$ cat src/design/sst_pkg.sv
// Shared types, constants and arithmetic helpers of the solar tracker servo stepper.
package sst_pkg;

    localparam int unsigned ADC_W  = 10;
    localparam int unsigned MV_W   = 11;
    localparam int unsigned THR_W  = 11;
    localparam int unsigned PAN_W  = 8;
    localparam int unsigned TILT_W = 7;
    localparam int unsigned LANES  = 4;

    localparam logic [THR_W-1:0] THR_RESET = 11'd550;

    localparam logic signed [PAN_W-1:0]  PAN_RESET  = 8'sd0;
    localparam logic signed [TILT_W-1:0] TILT_PARK  = -7'sd40;

    typedef enum logic [1:0] {
        ACT_NIGHT = 2'd0,
        ACT_PAN   = 2'd1,
        ACT_TILT  = 2'd2,
        ACT_NONE  = 2'd3
    } t_action;

    // What one lane hands to the merging stage.
    typedef struct packed {
        logic [MV_W-1:0] mv;
        logic [MV_W-1:0] mv90;
    } t_lane_res;

    // floor(code * 1100 / 1023) = code + floor(code * 77 / 1023).
    // floor(y / 1024) is the quotient or one short of it; the remainder against
    // 1023 is the low ten bits plus that estimate.
    function automatic logic [MV_W-1:0] to_mv(input logic [ADC_W-1:0] code);
        logic [16:0] y;
        logic [6:0]  q0;
        logic [10:0] rem;
        logic        corr;
        y    = 17'(code) * 17'd77;
        q0   = y[16:10];
        rem  = {1'b0, y[9:0]} + 11'(q0);
        corr = (rem >= 11'd1023);
        return MV_W'(code) + MV_W'(q0) + MV_W'(corr);
    endfunction

    // floor(9 * v / 10), with the division done as a multiply by 6554 / 65536,
    // exact for every 9 * v below 16384.
    function automatic logic [MV_W-1:0] tol90(input logic [MV_W-1:0] v);
        logic [13:0] p;
        logic [26:0] q;
        p = 14'(v) * 14'd9;
        q = 27'(p) * 27'd6554;
        return q[16+MV_W-1:16];
    endfunction

endpackage

$ cat src/design/sst_lane.sv
// One sensor lane: converts a raw reading to millivolts and its ninety percent mark.
module sst_lane (
    input  logic                      i_clk,
    input  logic                      i_en,
    input  logic [sst_pkg::ADC_W-1:0] i_adc,
    output sst_pkg::t_lane_res        o_res
);

    sst_pkg::t_lane_res r_res;
    sst_pkg::t_lane_res n_res;

    always_comb begin
        n_res.mv   = sst_pkg::to_mv(i_adc);
        n_res.mv90 = sst_pkg::tol90(n_res.mv);
    end

    always_ff @(posedge i_clk) begin
        if (i_en) begin
            r_res <= n_res;
        end
    end

    assign o_res = r_res;

endmodule

$ cat src/design/sst_merge.sv
// Merging stage: combines the four lane results, decides the move and holds the servo positions.
module sst_merge (
    input  logic                                     i_clk,
    input  logic                                     i_rst_n,
    input  logic                                     i_en,
    input  logic [sst_pkg::THR_W-1:0]                i_threshold,
    input  sst_pkg::t_lane_res [sst_pkg::LANES-1:0]  i_lane,
    output sst_pkg::t_action                         o_action,
    output logic signed [sst_pkg::PAN_W-1:0]         o_pan,
    output logic signed [sst_pkg::TILT_W-1:0]        o_tilt
);

    sst_pkg::t_action                    r_action;
    sst_pkg::t_action                    n_action;
    logic signed [sst_pkg::PAN_W-1:0]    r_pan;
    logic signed [sst_pkg::PAN_W-1:0]    n_pan;
    logic signed [sst_pkg::TILT_W-1:0]   r_tilt;
    logic signed [sst_pkg::TILT_W-1:0]   n_tilt;

    logic [12:0]                    sum;
    logic                           night;
    logic [1:0]                     best;
    logic [sst_pkg::MV_W-1:0]       bmax;
    logic                           pan_go;
    logic                           pan_pos;
    logic signed [sst_pkg::PAN_W:0] pan_next;
    logic                           pan_ok;
    logic [sst_pkg::MV_W-1:0]       upper;
    logic [sst_pkg::MV_W-1:0]       lower;
    logic                           tilt_up;
    logic                           tilt_dn;
    logic signed [sst_pkg::TILT_W:0] tilt_next;
    logic                           tilt_ok;

    always_comb begin
        sum = 13'(i_lane[0].mv) + 13'(i_lane[1].mv) + 13'(i_lane[2].mv) + 13'(i_lane[3].mv);
        night = (sum[12:2] < i_threshold);

        // Strictly greater only, so the first lane keeps a tie.
        best = 2'd0;
        bmax = i_lane[0].mv;
        for (int i = 1; i < sst_pkg::LANES; i++) begin
            if (i_lane[i].mv > bmax) begin
                bmax = i_lane[i].mv;
                best = 2'(i);
            end
        end
        pan_go = (i_lane[best].mv90 > i_lane[best ^ 2'd1].mv);

        // Right-hand sensors sit at even positions; a right sensor pans down when tilt is not negative.
        pan_pos  = best[0] ? !r_tilt[sst_pkg::TILT_W-1] : r_tilt[sst_pkg::TILT_W-1];
        pan_next = {r_pan[sst_pkg::PAN_W-1], r_pan} + (pan_pos ? 9'sd10 : -9'sd10);
        pan_ok   = (pan_next >= -9'sd90) && (pan_next <= 9'sd90);

        upper = sst_pkg::MV_W'((12'(i_lane[0].mv) + 12'(i_lane[1].mv)) >> 1);
        lower = sst_pkg::MV_W'((12'(i_lane[2].mv) + 12'(i_lane[3].mv)) >> 1);
        tilt_up = (lower <= upper) && (sst_pkg::tol90(upper) >= lower);
        tilt_dn = (lower > upper) && (sst_pkg::tol90(lower) >= upper);
        tilt_next = {r_tilt[sst_pkg::TILT_W-1], r_tilt} + (tilt_up ? 8'sd10 : -8'sd10);
        tilt_ok   = (tilt_next >= -8'sd40) && (tilt_next <= 8'sd40);

        n_action = sst_pkg::ACT_NONE;
        n_pan    = r_pan;
        n_tilt   = r_tilt;
        if (night) begin
            n_action = sst_pkg::ACT_NIGHT;
            n_tilt   = sst_pkg::TILT_PARK;
        end else if (pan_go) begin
            if (pan_ok) begin
                n_action = sst_pkg::ACT_PAN;
                n_pan    = pan_next[sst_pkg::PAN_W-1:0];
            end
        end else if ((tilt_up || tilt_dn) && tilt_ok) begin
            n_action = sst_pkg::ACT_TILT;
            n_tilt   = tilt_next[sst_pkg::TILT_W-1:0];
        end
    end

    always_ff @(posedge i_clk) begin
        if (!i_rst_n) begin
            r_pan  <= sst_pkg::PAN_RESET;
            r_tilt <= sst_pkg::TILT_PARK;
        end else if (i_en) begin
            r_pan  <= n_pan;
            r_tilt <= n_tilt;
        end
    end

    always_ff @(posedge i_clk) begin
        if (i_en) begin
            r_action <= n_action;
        end
    end

    assign o_action = r_action;
    assign o_pan    = r_pan;
    assign o_tilt   = r_tilt;

`ifndef SYNTH
    a_pan_range: assert property (@(posedge i_clk) disable iff (!i_rst_n)
        (r_pan >= -8'sd90) && (r_pan <= 8'sd90))
        else $error("pan position left its range");

    a_tilt_range: assert property (@(posedge i_clk) disable iff (!i_rst_n)
        (r_tilt >= -7'sd40) && (r_tilt <= 7'sd40))
        else $error("tilt position left its range");

    a_night_park: assert property (@(posedge i_clk) disable iff (!i_rst_n)
        i_en && night |=> (r_tilt == sst_pkg::TILT_PARK) && (r_pan == $past(r_pan)))
        else $error("night item did not park tilt or moved pan");

    a_pan_keeps_tilt: assert property (@(posedge i_clk) disable iff (!i_rst_n)
        i_en && !night && pan_go |=> (r_tilt == $past(r_tilt)))
        else $error("pan decision changed the tilt position");
`endif

endmodule

$ cat src/design/solar_tracker_servo_stepper_unit.sv
// Top level of the solar tracker servo stepper: stream ports, threshold register and pipeline.
//
// Each input item carries four raw light readings; the block returns one result per item with
// the move taken and both servo angles after it. An item passes through two registered stages:
// four parallel sensor lanes convert the readings to millivolts, then a merging stage makes the
// night, pan or tilt decision and updates the servo positions held there. The lanes register
// the item when it is accepted, and the merging stage registers the result once the output is
// free and holds it while the output stalls; a new item is accepted every cycle while the
// output is taken. The light threshold resets to 550 mV and should only be written while no
// item is in flight.
module solar_tracker_servo_stepper_unit (
    input  logic                       i_clk,
    input  logic                       i_rst_n,
    input  logic                       i_cfg_we,
    input  logic [sst_pkg::THR_W-1:0]  i_cfg_wdata,
    input  logic                       i_s_axis_tvalid,
    output logic                       o_s_axis_tready,
    // adc_right_bottom[9:0], adc_left_bottom[19:10], adc_right_top[29:20], adc_left_top[39:30]
    input  logic [39:0]                i_s_axis_tdata,
    output logic                       o_m_axis_tvalid,
    input  logic                       i_m_axis_tready,
    // action[1:0], pan_angle[9:2], tilt_angle[16:10], zero fill[23:17]
    output logic [23:0]                o_m_axis_tdata
);

    logic [sst_pkg::THR_W-1:0] r_threshold;
    logic                      r_s1_valid;
    logic                      r_m_valid;

    logic s2_free;
    logic s1_free;
    logic accept;
    logic merge_en;

    sst_pkg::t_lane_res [sst_pkg::LANES-1:0] lane_res;
    sst_pkg::t_action                        action;
    logic signed [sst_pkg::PAN_W-1:0]        pan;
    logic signed [sst_pkg::TILT_W-1:0]       tilt;

    assign s2_free  = !r_m_valid || i_m_axis_tready;
    assign s1_free  = !r_s1_valid || s2_free;
    assign accept   = i_s_axis_tvalid && s1_free;
    assign merge_en = r_s1_valid && s2_free;

    always_ff @(posedge i_clk) begin
        if (!i_rst_n) begin
            r_threshold <= sst_pkg::THR_RESET;
            r_s1_valid  <= 1'b0;
            r_m_valid   <= 1'b0;
        end else begin
            if (i_cfg_we) begin
                r_threshold <= i_cfg_wdata;
            end
            if (s1_free) begin
                r_s1_valid <= accept;
            end
            if (s2_free) begin
                r_m_valid <= r_s1_valid;
            end
        end
    end

    for (genvar g = 0; g < sst_pkg::LANES; g++) begin : g_lane
        sst_lane u_lane (
            .i_clk (i_clk),
            .i_en  (accept),
            .i_adc (i_s_axis_tdata[g*sst_pkg::ADC_W +: sst_pkg::ADC_W]),
            .o_res (lane_res[g])
        );
    end

    sst_merge u_merge (
        .i_clk       (i_clk),
        .i_rst_n     (i_rst_n),
        .i_en        (merge_en),
        .i_threshold (r_threshold),
        .i_lane      (lane_res),
        .o_action    (action),
        .o_pan       (pan),
        .o_tilt      (tilt)
    );

    assign o_s_axis_tready = s1_free;
    assign o_m_axis_tvalid = r_m_valid;
    assign o_m_axis_tdata  = {7'd0, tilt, pan, action};

endmodule

$ cat config.mk
export PLATFORM = sky130hd
export DESIGN_NAME = solar_tracker_servo_stepper_unit
export DESIGN_NICKNAME = d
export VERILOG_FILES = /design/src/design/sst_pkg.sv /design/src/design/sst_lane.sv /design/src/design/sst_merge.sv /design/src/design/solar_tracker_servo_stepper_unit.sv
export SDC_FILE = /design/constraint.sdc
export NUM_CORES = 2
export LEC_CHECK = 0
export BUFFER_PORTS_ARGS = -buffer_cell sky130_fd_sc_hd__buf_2
export CAP_MARGIN = 20
export CORE_UTILIZATION = 35
export CTS_CLUSTER_DIAMETER = 40
export DETAILED_ROUTE_END_ITERATION = 10
export GPL_TIMING_DRIVEN = 0
export PLACE_DENSITY = 0.61
export SLEW_MARGIN = 5
export SYNTH_ARGS = -nofsm -noshare
export SYNTH_HDL_FRONTEND = slang
export SYNTH_HIERARCHICAL = 1
export SYNTH_SLANG_ARGS = --single-unit
$ cat constraint.sdc
create_clock -name i_clk -period 12.05 [get_ports i_clk]
set_input_delay 1.205 -clock i_clk [delete_from_list [all_inputs] [get_ports i_clk]]
set_output_delay 1.205 -clock i_clk [all_outputs]
set_load 0.01 [all_outputs]
==> reports/metrics.csv <==
stage,metric,value,unit
detailed_routing,via count,28000,
layout,sequential standard cell area,3220,sq um
sta,fin crit share,102,%
detailed_routing,drt total wl,85300,um
run_status,failing checks,"DRC, setup timing",
worst_setup_path,"Slowest-stage cell, CP",or4_4,
run_status,outcome,"complete, but fails checks",
layout,final instance area,46000,sq um
clock_network,Clock Sinks,116,
grt,pin count of the biggest net entering global routing,27,
worst_setup_path,CP Class,in -> reg,
yosys,Syn Inst Count,3942,
sta,Final WS setup,-0.233,ns
floorplan,overall die width,329,um
sta,unrepaired setup endpoints after global routing,yes,
yosys,post-synthesis cell type count,108,
sta,max-slew violation count,0,
yosys,Synth Area per Inst,9.47,sq um
layout,P&R area growth vs syn,23.3,%
clock_network,CTS HTree Levels,4,
worst_setup_path,CP startpoint kind,primary input,
sta,relative slew slack,36.0,%
sta,Worst Hold Margin,0.472,ns
hold_path,Hold Path Stages,2,
yosys,top_reg_cell synth,edfxtp_1,
place,RePlAce Congestion,0.868,
clock_network,clock tree buffer depth,2,
worst_setup_path,reg2reg path depth,51,
layout,Multi-input gate area,34600,sq um
floorplan,# IOs,82,
yosys,"Warnings, synthesis",6,
sta,Worst Max-Slew Pin Slew,0.961,ns
clock_network,CTS tree,built,
clock_network,CTS root buf,clkbuf_16,
hold_path,worst hold endpoint,r_threshold[5],
floorplan,area of the die,108000,sq um
yosys,Yosys reg bits,116,
grt,antenna violations before repair,1,
layout,fill count,9849,
hold_path,HP Class,reg -> reg,
worst_setup_path,crit path DAT,12.47,ns
worst_setup_path,endpoint class of the critical path,register,
clock_network,"CTS clk-pin slew, worst paths",0.06,ns
clock_network,cts bufs inserted,17,
grt,first-pass GRT wire length,140000,um
detailed_routing,DRC Markers,2,
floorplan,row count,119,
flow_run,max_cap viols,0,
grt,total gr overflow,0,
sta,Final min period,12.28,ns
place,pre-CTS setup slack,-1.72,ns
clock_network,clk_lat worst skew,0.45,ns
hold_path,Worst Hold Launch,r_threshold[5],
yosys,ys async rst share,0,%
worst_setup_path,"slowest stage delay, CP",0.56,ns
yosys,sequential area share after synthesis,8.63,%
grt,Global Route Usage Sum,15.7,%
worst_setup_path,Required @ worst endpoint,12.24,ns
grt,vias in the first global route,28800,
detailed_routing,Vias/cell,4.92,
detailed_routing,wire per inst,15.0,um
layout,share of layout cells above drive strength 1,23.0,%
layout,Nets,5687,
worst_setup_path,R2R setup slack,0.59,ns
place,dpl cell area,40400,sq um
floorplan,core area,106000,sq um
worst_setup_path,end of the worst register-to-register path,u_merge/o_tilt[5],
detailed_routing,ANT nets after route,0,
worst_setup_path,RR Startpoint,g_lane[1].u_lane/o_res[14],
detailed_routing,1st-iter DRT viols,1034,
yosys,Post-Syn Area,37300,sq um
place,Port Buffers,72,
floorplan,Die Height,329,um
detailed_routing,1st-pass router iterations,8,
sta,Fmax achieved,0.0814,GHz
place,Post-DP HPWL,69600,um
yosys,Post-synth EDFFs,90,
sta,Finish-stage setup viols,12,
floorplan,Initial Util,35.4,%
sta,Final Skew,0.0117,ns
worst_setup_path,"Max FO, Critical Path",5,
sta,Final Hold Vio Count,0,
-- Yosys cell counts, types with 12 or more instances --
cell type / count / area (sq um)
o21a_1: 48 / 360
nand2_1: 96 / 360
dfxtp_1: 26 / 521
nand3_1: 56 / 280
mux2_4: 12 / 180
ha_1: 973 / 12200
o211ai_1: 18 / 135
fa_1: 372 / 7450
and2_1: 25 / 156
a211oi_1: 26 / 195
a21boi_0: 12 / 90.1
o31ai_1: 12 / 90.1
inv_1: 859 / 3220
nand2b_1: 37 / 231
o21bai_1: 23 / 173
nand3b_1: 14 / 105
edfxtp_1: 90 / 2700
a21oi_1: 187 / 936
nor2_1: 134 / 503
and3_1: 13 / 81.3
xnor2_1: 172 / 1510
nor2b_1: 60 / 375
mux2i_1: 45 / 450
a21o_1: 82 / 616
mux2_2: 32 / 360
nand4_1: 17 / 106
o31a_1: 13 / 114
nor3_1: 39 / 195
o21ai_0: 104 / 521
xor2_1: 83 / 727
-- layer usage --
metal	vias to the layer above	part of all wire, %	track usage, %
met4	0	2.3	3.76
met1	13700	46	20.7
met2	248	50	27.9
met5	-	0	0
li1	14000	-	-
met3	98	1.7	0.886
-- worst max path at each step --
stage                  startpoint                    endpoint
6_report       i_s_axis_tdata[24]   g_lane[2].u_lane/o_res[9]
2_1_floorplan   i_s_axis_tdata[5]   g_lane[0].u_lane/o_res[9]
3_5_place_dp   i_s_axis_tdata[34]  g_lane[3].u_lane/o_res[10]
3_3_place_gp    i_s_axis_tdata[4]   g_lane[0].u_lane/o_res[9]
4_1_cts        i_s_axis_tdata[15]  g_lane[1].u_lane/o_res[10]
5_1_grt        i_s_axis_tdata[22]   g_lane[2].u_lane/o_res[9]
-- cell families (layout without fill, tap and decap cells) --
| family | after synthesis | count (layout) | synth area share [%] |
|---|---|---|---|
| compound gates | 660 | 660 | 12.2 |
| buf+inv | 887 | 1237 | 9.08 |
| xor+xnor | 263 | 263 | 6.40 |
| other cells | 2 | 10 | 0.0201 |
| flops | 116 | 116 | 8.63 |
| fa+ha+maj | 1346 | 1346 | 52.6 |
| simple gates | 568 | 568 | 8.08 |
| mux | 100 | 100 | 2.99 |
-- what timing repair did --
action | 4_1_cts | 5_1_grt
pin swaps | 277 | 253
gates cloned | 0 | 0
setup buffers | 141 | 107
gates resized for setup | 291 | 275
setup endpoints to repair | 51 | 51
hold buffers | 0 | 0
-- final cells by class --
type | count | area share, %
diodes | 1 | 0.00544
plain buffers | 23 | 0.318
clock buffers | 17 | 0.924
clock inverters | 15 | 0.283
inverters | 863 | 7.05
multi-input cells | 2946 | 75.1
flip-flops and latches | 116 | 7.00
well taps | 1391 | 3.78
repair buffers | 319 | 5.52
-- critical path, delay by kind of cell --
| kind | cells | cell delay [ns] |
|---|---|---|
| buffers and inverters | 10 | 0.73 |
| xor gates and xnor gates | 4 | 0.82 |
| and+or+nand+nor | 6 | 1.27 |
| adders and majority gates | 17 | 5.81 |
| AOI/OAI and AO/OA | 16 | 2.60 |
-- sequential cells by signal (all words and copies together), names as in the netlist --
register	flops
g_lane.u_lane/o_res	88
r_threshold	11
u_merge/o_pan	7
u_merge/o_tilt	6
u_merge/o_action	2
o_m_axis_tvalid	1
r_s1_valid	1
-- cell usage in the layout (no fill, tap or decap), types with 17 or more instances in the layout --
cell type,synthesis,final
a21o_1,82,82
a21oi_1,187,113
a21oi_2,7,63
a21oi_4,4,22
and2_1,25,22
buf_2,3,53
buf_4,11,236
buf_6,2,31
clkbuf_16,0,17
dfxtp_1,26,26
edfxtp_1,90,90
fa_1,372,348
fa_2,0,24
ha_1,973,841
ha_4,0,118
inv_1,859,809
inv_2,3,51
mux2_2,32,32
mux2i_1,45,43
nand2_1,96,90
nand2b_1,37,32
nand3_1,56,54
nand4_1,17,17
nor2_1,134,110
nor2_2,1,19
nor2b_1,60,50
nor3_1,39,35
o211ai_1,18,18
o21a_1,48,47
o21ai_0,104,72
o21ai_1,11,21
o21ai_2,3,23
o21bai_1,23,21
xnor2_1,172,114
xnor2_2,4,48
xor2_1,83,65
-- metrics by stage --
stage | instances | util (%) | setup TNS (ns)
after global routing | 5691 | 43.6 | -11.52
final | 5691 | 43.6 | -1.20
after CTS | 5584 | 41.4 | -0.0221
after detailed placement | 5416 | 38.3 | -62.05
after global placement | 5412 | 38.2 | -59.96
after floorplan | 3949 | - | -0.473
Power is left out: the tool's default activity adds up to more than one toggle a clock period on the data nets, which glitch-free logic cannot reach.
